## config.mk

```make
export PLATFORM = sky130hd
export DESIGN_NAME = touch_report_frame_assembler_core
export DESIGN_NICKNAME = d
export VERILOG_FILES = /design/src/sv/trfa_pkg.sv /design/src/sv/trfa_store.sv /design/src/sv/touch_report_frame_assembler_core.sv
export VERILOG_INCLUDE_DIRS = /design/src /design/src/sv
export SDC_FILE = /design/constraint.sdc
export NUM_CORES = 1
export LEC_CHECK = 0
export BUFFER_PORTS_ARGS = -buffer_cell sky130_fd_sc_hd__buf_2
export CORE_ASPECT_RATIO = 0.5
export CORE_MARGIN = 1.5
export CORE_UTILIZATION = 25
export DETAILED_ROUTE_END_ITERATION = 6
export PLACE_DENSITY = 0.42
export SYNTH_ARGS = -nofsm -noshare
export SYNTH_HDL_FRONTEND = slang
export SYNTH_SLANG_ARGS = --single-unit
```

## constraint.sdc

```tcl
create_clock -name clk -period 6.6 [get_ports clk]
set_input_delay 1.32 -clock clk [delete_from_list [all_inputs] [get_ports clk]]
set_output_delay 1.32 -clock clk [all_outputs]
set_load 0.005 [all_outputs]
```

## src/sv/touch_report_frame_assembler_core_defines.svh

```systemverilog
// Assertion macros for the touch report frame assembler.
// No dependencies.
`ifndef TOUCH_REPORT_FRAME_ASSEMBLER_CORE_DEFINES_SVH
`define TOUCH_REPORT_FRAME_ASSEMBLER_CORE_DEFINES_SVH
`define TRFA_ASSERT_IMPL(lbl, ante, cons) \
	lbl: assert property (@(posedge clk) disable iff (!arst_n) (ante) |-> (cons)) \
		else $error("lbl");
`define TRFA_ASSERT_NEXT(lbl, ante, cons) \
	lbl: assert property (@(posedge clk) disable iff (!arst_n) (ante) |=> (cons)) \
		else $error("lbl");
`endif

```

## src/sv/trfa_pkg.sv

```systemverilog
// Package for the touch report frame assembler: constants, types, helpers.
// No dependencies.
package trfa_pkg;
	localparam int MaxContacts = 16;
	localparam logic [31:0] TimeoutReset = 32'd100;
	localparam logic [16:0] PosOne = 17'd65536;

	typedef enum logic [2:0] {
		ST_IDLE,
		ST_SEARCH,
		ST_EMIT,
		ST_EMPTY
	} state_t;

	function automatic logic [16:0] clamp_pos(input logic signed [17:0] v);
		logic [16:0] r;
		if (v < 0) r = '0;
		else if (v > $signed({1'b0, PosOne})) r = PosOne;
		else r = v[16:0];
		return r;
	endfunction
endpackage

```

## src/sv/trfa_store.sv

```systemverilog
// Contact store of the frame assembler: id, x and y per entry.
// Depends on trfa_pkg.
module trfa_store #(
	parameter int MAX_CONTACTS = trfa_pkg::MaxContacts,
	localparam int AW = (MAX_CONTACTS > 1) ? $clog2(MAX_CONTACTS) : 1
) (
	input  logic          clk,
	input  logic          we,
	input  logic [AW-1:0] waddr,
	input  logic [41:0]   wdata,
	input  logic          re,
	input  logic [AW-1:0] raddr,
	output logic [41:0]   rdata
);
	logic [41:0] mem [MAX_CONTACTS];

	always_ff @(posedge clk) begin
		if (we) begin
			mem[waddr] <= wdata;
		end
		if (re) begin
			rdata <= mem[raddr];
		end
	end
endmodule

```

## src/sv/touch_report_frame_assembler_core.sv

```systemverilog
// Top level of the touch report frame assembler: header control and sequencer.
// Depends on trfa_pkg, trfa_store and the defines header.
//
// channel | dir | handshake        | payload
// in      | in  | in_valid/ready   | report header and one slot
// out     | out | out_valid/ready  | one contact of a frame or empty frame
// cfg     | in  | cfg_we           | timeout_ticks
//
// A slot that adds to a frame is followed by an id search: the stored entries are read in
// order through the single store read port into one shared compare, until a hit or the end
// of the store; the input is not ready during the search.
// Emission of a frame or an empty frame also holds the input; other slots do not hold it.
// Reset clears control state; store contents are undefined until written.
// Output stalls hold the sequencer in place while it emits.
`include "touch_report_frame_assembler_core_defines.svh"
module touch_report_frame_assembler_core #(
	parameter int MAX_CONTACTS = trfa_pkg::MaxContacts,
	localparam int AW = (MAX_CONTACTS > 1) ? $clog2(MAX_CONTACTS) : 1,
	localparam int CW = $clog2(MAX_CONTACTS + 1),
	localparam int EW = (CW > 5) ? CW : 5
) (
	input  logic               clk,
	input  logic               arst_n,
	input  logic               cfg_we,
	input  logic [31:0]        cfg_wdata,
	input  logic               in_valid,
	output logic               in_ready,
	input  logic               first_of_report,
	input  logic               last_of_report,
	input  logic signed [5:0]  report_count,
	input  logic [15:0]        scan_time,
	input  logic [31:0]        report_time,
	input  logic               slot_present,
	input  logic               slot_fields_valid,
	input  logic               slot_tip,
	input  logic [7:0]         contact_id,
	input  logic signed [17:0] x_pos,
	input  logic signed [17:0] y_pos,
	output logic               out_valid,
	input  logic               out_ready,
	output logic [7:0]         out_contact_id,
	output logic [16:0]        out_x,
	output logic [16:0]        out_y,
	output logic               empty_frame,
	output logic               last_of_frame,
	output logic [4:0]         frame_count
);
	trfa_pkg::state_t state_q, state_d;

	logic [31:0]   timeout_q;
	logic          pending_q;
	logic [4:0]    expected_q;
	logic [15:0]   fscan_q;
	logic [31:0]   last_add_q;
	logic [CW-1:0] stored_q;
	logic          prev_q;
	logic          adds_q;

	logic [7:0]    id_q;
	logic [16:0]   x_q, y_q;
	logic          usable_q;
	logic          last_q;
	logic [CW-1:0] idx_q;

	logic          we;
	logic [AW-1:0] waddr, raddr;
	logic [41:0]   wdata, rdata;
	logic          rd_ok_q;

	// output register
	logic          ov_q;
	logic [7:0]    oid_q;
	logic [16:0]   ox_q, oy_q;
	logic          oempty_q, olast_q;
	logic [4:0]    ocnt_q;

	assign in_ready       = (state_q == trfa_pkg::ST_IDLE);
	assign out_valid      = ov_q;
	assign out_contact_id = oid_q;
	assign out_x          = ox_q;
	assign out_y          = oy_q;
	assign empty_frame    = oempty_q;
	assign last_of_frame  = olast_q;
	assign frame_count    = ocnt_q;

	logic in_fire;
	assign in_fire = in_valid && in_ready;
	logic out_free;
	assign out_free = !ov_q || out_ready;

	// header evaluation
	logic        complete;
	logic        timed_out, same, do_resolve, resolve_emits;
	logic        h_adds, h_start, h_cont, h_empty, h_drop;
	always_comb begin
		complete   = (expected_q != '0) && (EW'(stored_q) == EW'(expected_q));
		timed_out  = pending_q && ((report_time - last_add_q) > timeout_q);
		same       = (fscan_q == scan_time) || (fscan_q == '0) || (scan_time == '0);
		do_resolve = pending_q && (timed_out || (report_count > 0) || !same);
		resolve_emits = do_resolve && complete;
		h_start = !resolve_emits && (report_count > 0);
		h_cont  = !do_resolve && pending_q && same && !(report_count > 0);
		h_drop  = do_resolve && !complete;
		h_empty = !resolve_emits && !h_start && !h_cont && (report_count == 0)
			&& prev_q;
		h_adds  = h_start || h_cont;
	end

	logic eff_adds;
	assign eff_adds = first_of_report ? h_adds : adds_q;

	// search compare
	logic hit;
	assign hit = rd_ok_q && (rdata[41:34] == id_q);

	// search end conditions computed for the completion check
	logic          search_end, appended;
	logic [CW-1:0] stored_after;
	logic          complete_after;
	always_comb begin
		search_end = (state_q == trfa_pkg::ST_SEARCH)
			&& (hit || (idx_q >= stored_q && !rd_ok_q) || !usable_q);
		appended = search_end && usable_q && !hit && (stored_q < CW'(MAX_CONTACTS));
		stored_after = appended ? stored_q + CW'(1) : stored_q;
		complete_after = (expected_q != '0) && (EW'(stored_after) == EW'(expected_q));
	end

	always_comb begin
		state_d = state_q;
		unique case (state_q)
			trfa_pkg::ST_IDLE: begin
				if (in_fire) begin
					if (first_of_report && resolve_emits) state_d = trfa_pkg::ST_EMIT;
					else if (first_of_report && h_empty) state_d = trfa_pkg::ST_EMPTY;
					else if (eff_adds) state_d = trfa_pkg::ST_SEARCH;
				end
			end
			trfa_pkg::ST_SEARCH: begin
				if (search_end) begin
					if (last_q && pending_q && complete_after) state_d = trfa_pkg::ST_EMIT;
					else state_d = trfa_pkg::ST_IDLE;
				end
			end
			trfa_pkg::ST_EMIT: begin
				if (out_free && idx_q == stored_q && !rd_ok_q) state_d = trfa_pkg::ST_IDLE;
			end
			trfa_pkg::ST_EMPTY: begin
				if (out_free) state_d = trfa_pkg::ST_IDLE;
			end
			default: state_d = trfa_pkg::ST_IDLE;
		endcase
	end

	always_comb begin
		we    = 1'b0;
		waddr = stored_q[AW-1:0];
		wdata = {id_q, x_q, y_q};
		if (search_end && usable_q) begin
			if (hit) begin
				we    = 1'b1;
				waddr = AW'(idx_q - CW'(1));
			end else if (stored_q < CW'(MAX_CONTACTS)) begin
				we = 1'b1;
			end
		end
	end

	logic rd_issue;
	always_comb begin
		rd_issue = 1'b0;
		if (state_q == trfa_pkg::ST_SEARCH && !search_end && idx_q < stored_q) rd_issue = 1'b1;
		if (state_q == trfa_pkg::ST_EMIT && idx_q < stored_q && (!rd_ok_q || out_free))
			rd_issue = 1'b1;
	end
	assign raddr = idx_q[AW-1:0];

	logic beat_emit, beat_empty, hdr_fire, emit_done;
	always_comb begin
		beat_emit  = (state_q == trfa_pkg::ST_EMIT) && rd_ok_q && out_free;
		beat_empty = (state_q == trfa_pkg::ST_EMPTY) && out_free;
		hdr_fire   = in_fire && first_of_report;
		emit_done  = (state_q == trfa_pkg::ST_EMIT) && (state_d == trfa_pkg::ST_IDLE);
	end

	trfa_store #(.MAX_CONTACTS(MAX_CONTACTS)) u_store (
		.clk  (clk),
		.we   (we),
		.waddr(waddr),
		.wdata(wdata),
		.re   (rd_issue),
		.raddr(raddr),
		.rdata(rdata)
	);

	always_ff @(posedge clk or negedge arst_n) begin
		if (!arst_n) begin
			state_q    <= trfa_pkg::ST_IDLE;
			timeout_q  <= trfa_pkg::TimeoutReset;
			pending_q  <= 1'b0;
			expected_q <= '0;
			fscan_q    <= '0;
			last_add_q <= '0;
			stored_q   <= '0;
			prev_q     <= 1'b0;
			adds_q     <= 1'b0;
			idx_q      <= '0;
			rd_ok_q    <= 1'b0;
			ov_q       <= 1'b0;
			last_q     <= 1'b0;
			usable_q   <= 1'b0;
			oempty_q   <= 1'b0;
			olast_q    <= 1'b0;
			ocnt_q     <= '0;
		end else begin
			state_q <= state_d;
			if (cfg_we) timeout_q <= cfg_wdata;
			if (beat_emit || beat_empty) ov_q <= 1'b1;
			else if (out_ready) ov_q <= 1'b0;
			rd_ok_q <= rd_issue || ((state_q == trfa_pkg::ST_EMIT) && rd_ok_q && !out_free);
			if (rd_issue) idx_q <= idx_q + CW'(1);
			else if ((state_q == trfa_pkg::ST_IDLE) || search_end) idx_q <= '0;
			if (in_fire) begin
				usable_q <= slot_present && slot_fields_valid && slot_tip;
				last_q   <= last_of_report;
				adds_q   <= last_of_report ? 1'b0 : eff_adds;
			end else if (emit_done) begin
				adds_q <= 1'b0;
			end
			if (hdr_fire && h_start) begin
				pending_q  <= 1'b1;
				expected_q <= report_count[4:0];
				fscan_q    <= scan_time;
			end else if (hdr_fire && h_drop) begin
				pending_q  <= 1'b0;
				expected_q <= '0;
				fscan_q    <= '0;
			end else if (emit_done) begin
				pending_q  <= 1'b0;
			end
			if (hdr_fire && (h_start || h_cont)) last_add_q <= report_time;
			else if ((hdr_fire && h_drop) || emit_done) last_add_q <= '0;
			if (hdr_fire && (h_start || h_drop)) stored_q <= '0;
			else if (search_end) stored_q <= stored_after;
			else if (emit_done) stored_q <= '0;
			if (hdr_fire && h_empty) prev_q <= 1'b0;
			else if (emit_done) prev_q <= 1'b1;
			if (beat_emit) begin
				oempty_q <= 1'b0;
				olast_q  <= (idx_q == stored_q) && !rd_issue;
				ocnt_q   <= 5'(stored_q);
			end else if (beat_empty) begin
				oempty_q <= 1'b1;
				olast_q  <= 1'b1;
				ocnt_q   <= '0;
			end
		end
	end

	always_ff @(posedge clk) begin
		if (in_fire) begin
			id_q <= contact_id;
			x_q  <= trfa_pkg::clamp_pos(x_pos);
			y_q  <= trfa_pkg::clamp_pos(y_pos);
		end
		if (beat_emit) begin
			oid_q <= rdata[41:34];
			ox_q  <= rdata[33:17];
			oy_q  <= rdata[16:0];
		end else if (beat_empty) begin
			oid_q <= '0;
			ox_q  <= '0;
			oy_q  <= '0;
		end
	end

	`TRFA_ASSERT_IMPL(a_busy_not_ready, state_q != trfa_pkg::ST_IDLE, !in_ready)
	`TRFA_ASSERT_IMPL(a_store_bound, 1'b1, stored_q <= CW'(MAX_CONTACTS))
	`TRFA_ASSERT_NEXT(a_out_hold, out_valid && !out_ready, out_valid && $stable(out_contact_id))
endmodule

```

==> flow_summary.json <==
{
  "drt_first_pass_iters": 5,
  "core-area_um2": 148500,
  "via_per_inst": 4.525,
  "place.gp.congestion": 0.7475,
  "critPathTopFamily": "compound AO/OA/AOI/OAI gates",
  "io_pins": 191,
  "hpwl_mm": 54.81,
  "synth_top_flop_cell": "edfxtp_1",
  "die_area_um2": 151900,
  "worstRegToRegCells": 22,
  "syn_inst": 2004,
  "r2r_end": "last_add_q[30]$_DFFE_PN0P_",
  "slew_violations": 0,
  "io_buffers": 190,
  "wire_per_inst_um": 23.35,
  "rows": 100,
  "grt_first_pass_wirelength_mm": 147.3,
  "antenna_found_initial": 9,
  "power.density_nw_per_um2": 307.8,
  "dieHeight_um": 276.4,
  "hold_class": "reg -> reg",
  "clockBufferDepth": 3,
  "post-cts-setup-buffers": 0,
  "relSlewSlack": 0.2346,
  "end_kind": "flop",
  "synth_warnings": 0,
  "setup_viol_count_final": 0,
  "layout_worst_path_cycle_share": 0.8755,
  "cts_root_buf": "clkbuf_16",
  "yosys-top-cells-count": "798 x edfxtp_1, 210 x mux4_2, 109 x dfrtp_1",
  "overflow": 0,
  "vias": 19493,
  "path_cells": "buf_2 > inv_1 > ha_1 > inv_1 > fa_1 > a211o_1 > a2111o_1 > a311o_1 > a31oi_4 > o211ai_2 > a31oi_1 > o21ai_0 > xor2_1 > ha_1 > nand3_1 > or4_4 > o31ai_4 > inv_2 > a21oi_4 > nand2_2 > buf_4 > o21ai_2 > buf_12 > a32o_1",
  "rrSetupSlack_ns": 1.28,
  "grt_max_degree": 64,
  "clock_latency_ns": 0.71,
  "yosysTopAreaCell": "edfxtp_1",
  "crit_end": "last_add_q[30]$_DFFE_PN0P_",
  "syn_avg_cell_area_um2": 18.65,
  "drive_gt1_frac": 0.2728,
  "rsz0062_at_grt": "no",
  "arrival_ns": 6.37,
  "worst_pin_slew_ns": 1.143,
  "clk_pin_slew_ns": 0.05,
  "status": "complete, no violations",
  "finalSetupTns_ns": 0,
  "htree_levels": 3,
  "max_stage_delay_ns": 0.55,
  "hold_viol_final": 0,
  "r2r_start": "last_add_q[0]$_DFFE_PN0P_",
  "fmax_mhz": 173.1,
  "crit_slowest_cell": "or4_4",
  "numCtsBuffers": 92,
  "fin_nets": 2457,
  "yosysSeqAreaShare": 0.7164,
  "drt_iter0_markers": 1403,
  "wl_mm": 100.6,
  "synth_top_area_share": 0.6413,
  "worstPathMaxFanout": 32,
  "layout_min_cycle_time_ns": 5.778,
  "fin_util": 0.2954,
  "drc": 0,
  "initial_core_util": 0.2516,
  "ys_types": 87,
  "fin_skew_ns": 0.05187,
  "netlist_top_cells_area": "edfxtp_1 64%, mux4_2 13%, dfrtp_1 7.3%",
  "ant_nets": 0,
  "clkSinkCount": 910,
  "hold_buffers": 0,
  "cts_tree": "built",
  "area_growth_syn_to_layout_pct": 17.42,
  "die_x_um": 549.8,
  "synth_edf_count": 798,
  "cts_resized": 0,
  "path_depth": 24,
  "ir_drop_mv": 0.1653,
  "cellLeakagePower_nw": 14.56,
  "syn_area_um2": 37370,
  "critPathBufInv": 6,
  "grt.total_usage": 0.1328,
  "grt_pass1_vias": 20765,
  "synthArstFlopShare": 0.1231,
  "crit_start": "report_time[0]",
  "critical_path_class": "in -> reg",
  "synthesis.nets": 2216,
  "start_kind": "input port",
  "fillers": 14604,
  "crit_required_ns": 7.19,
  "cap_violations": 0,
  "ys_seq_elements": 910,
  "yosysMostFrequentCell": "edfxtp_1"
}
[state kept, by name (all words and copies together) (netlist names), 16 cells and up]
| name | count |
|---|---|
| fscan_q | 16 |
| last_add_q | 32 |
| out_x | 17 |
| out_y | 17 |
| timeout_q | 32 |
| u_store.mem | 672 |
| u_store.rdata | 42 |
| x_q | 17 |
| y_q | 17 |
[cell usage in the layout (no fill, tap or decap), drive strengths merged, types with 6 or more instances in the layout]
cell type / synthesis / routed
a21o: 20 / 20
a21oi: 35 / 35
a22o: 29 / 29
a31oi: 10 / 10
a32o: 32 / 32
and2: 77 / 77
and3: 10 / 10
buf: 33 / 232
clkbuf: 51 / 113
clkinv: 0 / 43
dfrtp: 109 / 109
edfxtp: 798 / 798
ha: 71 / 71
inv: 82 / 83
mux2: 7 / 7
mux4: 210 / 210
nand2: 72 / 72
nand2b: 10 / 10
nand3: 14 / 14
nand4: 19 / 19
nor2: 52 / 52
nor2b: 9 / 9
nor3: 15 / 15
nor4: 26 / 26
o211ai: 6 / 6
o21a: 7 / 7
o21ai: 56 / 56
o31ai: 6 / 6
or3: 6 / 6
or4: 6 / 6
xnor2: 48 / 48
xor2: 14 / 14
[final cells by class]
class                      count  area [um^2]  area share
clock inverter                53        467.9     0.01066
clock buffer                 113         2432     0.05544
sequential                   910        26780      0.6104
timing repair buffer         232         1344     0.03063
antenna                        2        5.005   0.0001141
inverter                      82        307.8    0.007015
tap                         1989         2489     0.05672
multi-input combinational    927        10050      0.2290
[through the flow]
stage	area [um^2]	hold slack, ns	setup WS [ns]	instances	power [mW]
final	43880	0.4744	0.8215	4308	13.50
after floorplan	37370	0.4408	0.5979	2004	8.010
after global placement	40970	0.4578	0.1519	4140	8.513
after detailed placement	40970	0.4653	0.1318	4140	8.524
after CTS	43870	0.4730	0.8348	4306	13.70
after global routing	43870	0.5121	0.4769	4307	14.16
[worst min-delay path by stage]
stage	cells past startpoint	to	slack [ns]	from
2_1_floorplan	1	prev_q$_DFFE_PN0P_	0.44	prev_q$_DFFE_PN0P_
3_3_place_gp	1	prev_q$_DFFE_PN0P_	0.46	prev_q$_DFFE_PN0P_
3_5_place_dp	1	prev_q$_DFFE_PN0P_	0.47	prev_q$_DFFE_PN0P_
4_1_cts	1	prev_q$_DFFE_PN0P_	0.47	prev_q$_DFFE_PN0P_
5_1_grt	1	prev_q$_DFFE_PN0P_	0.51	prev_q$_DFFE_PN0P_
6_report	1	prev_q$_DFFE_PN0P_	0.47	prev_q$_DFFE_PN0P_
[routing by layer]
| metal | share of wire | vias to the layer above | GRT usage |
|---|---|---|---|
| li1 | - | 8557 | - |
| met1 | 0.45 | 10423 | 0.1795 |
| met2 | 0.49 | 370 | 0.2204 |
| met3 | 0.039 | 141 | 0.02306 |
| met4 | 0.022 | 2 | 0.03383 |
| met5 | 0.00011 | - | 0 |
[kinds of logic (layout without fill, tap and decap cells)]
family          Yosys count  count (layout)  share of synthesized area
flops                   910             910                     0.7164
simple gates            327             327                    0.04748
compound gates          243             243                    0.04902
mux                     222             222                     0.1300
buf+inv                 167             480                    0.01818
fa+ha+maj                72              72                    0.02431
xor+xnor                 62              62                    0.01453
other cells               1               3                  0.0001004
[power by group]
group          switching, mW  internal (mW)
combinational          0.915          0.786
sequential             0.222           6.47
clock                   2.32           2.80
total                   3.45           10.1
Power figures use the tool's default switching activity.
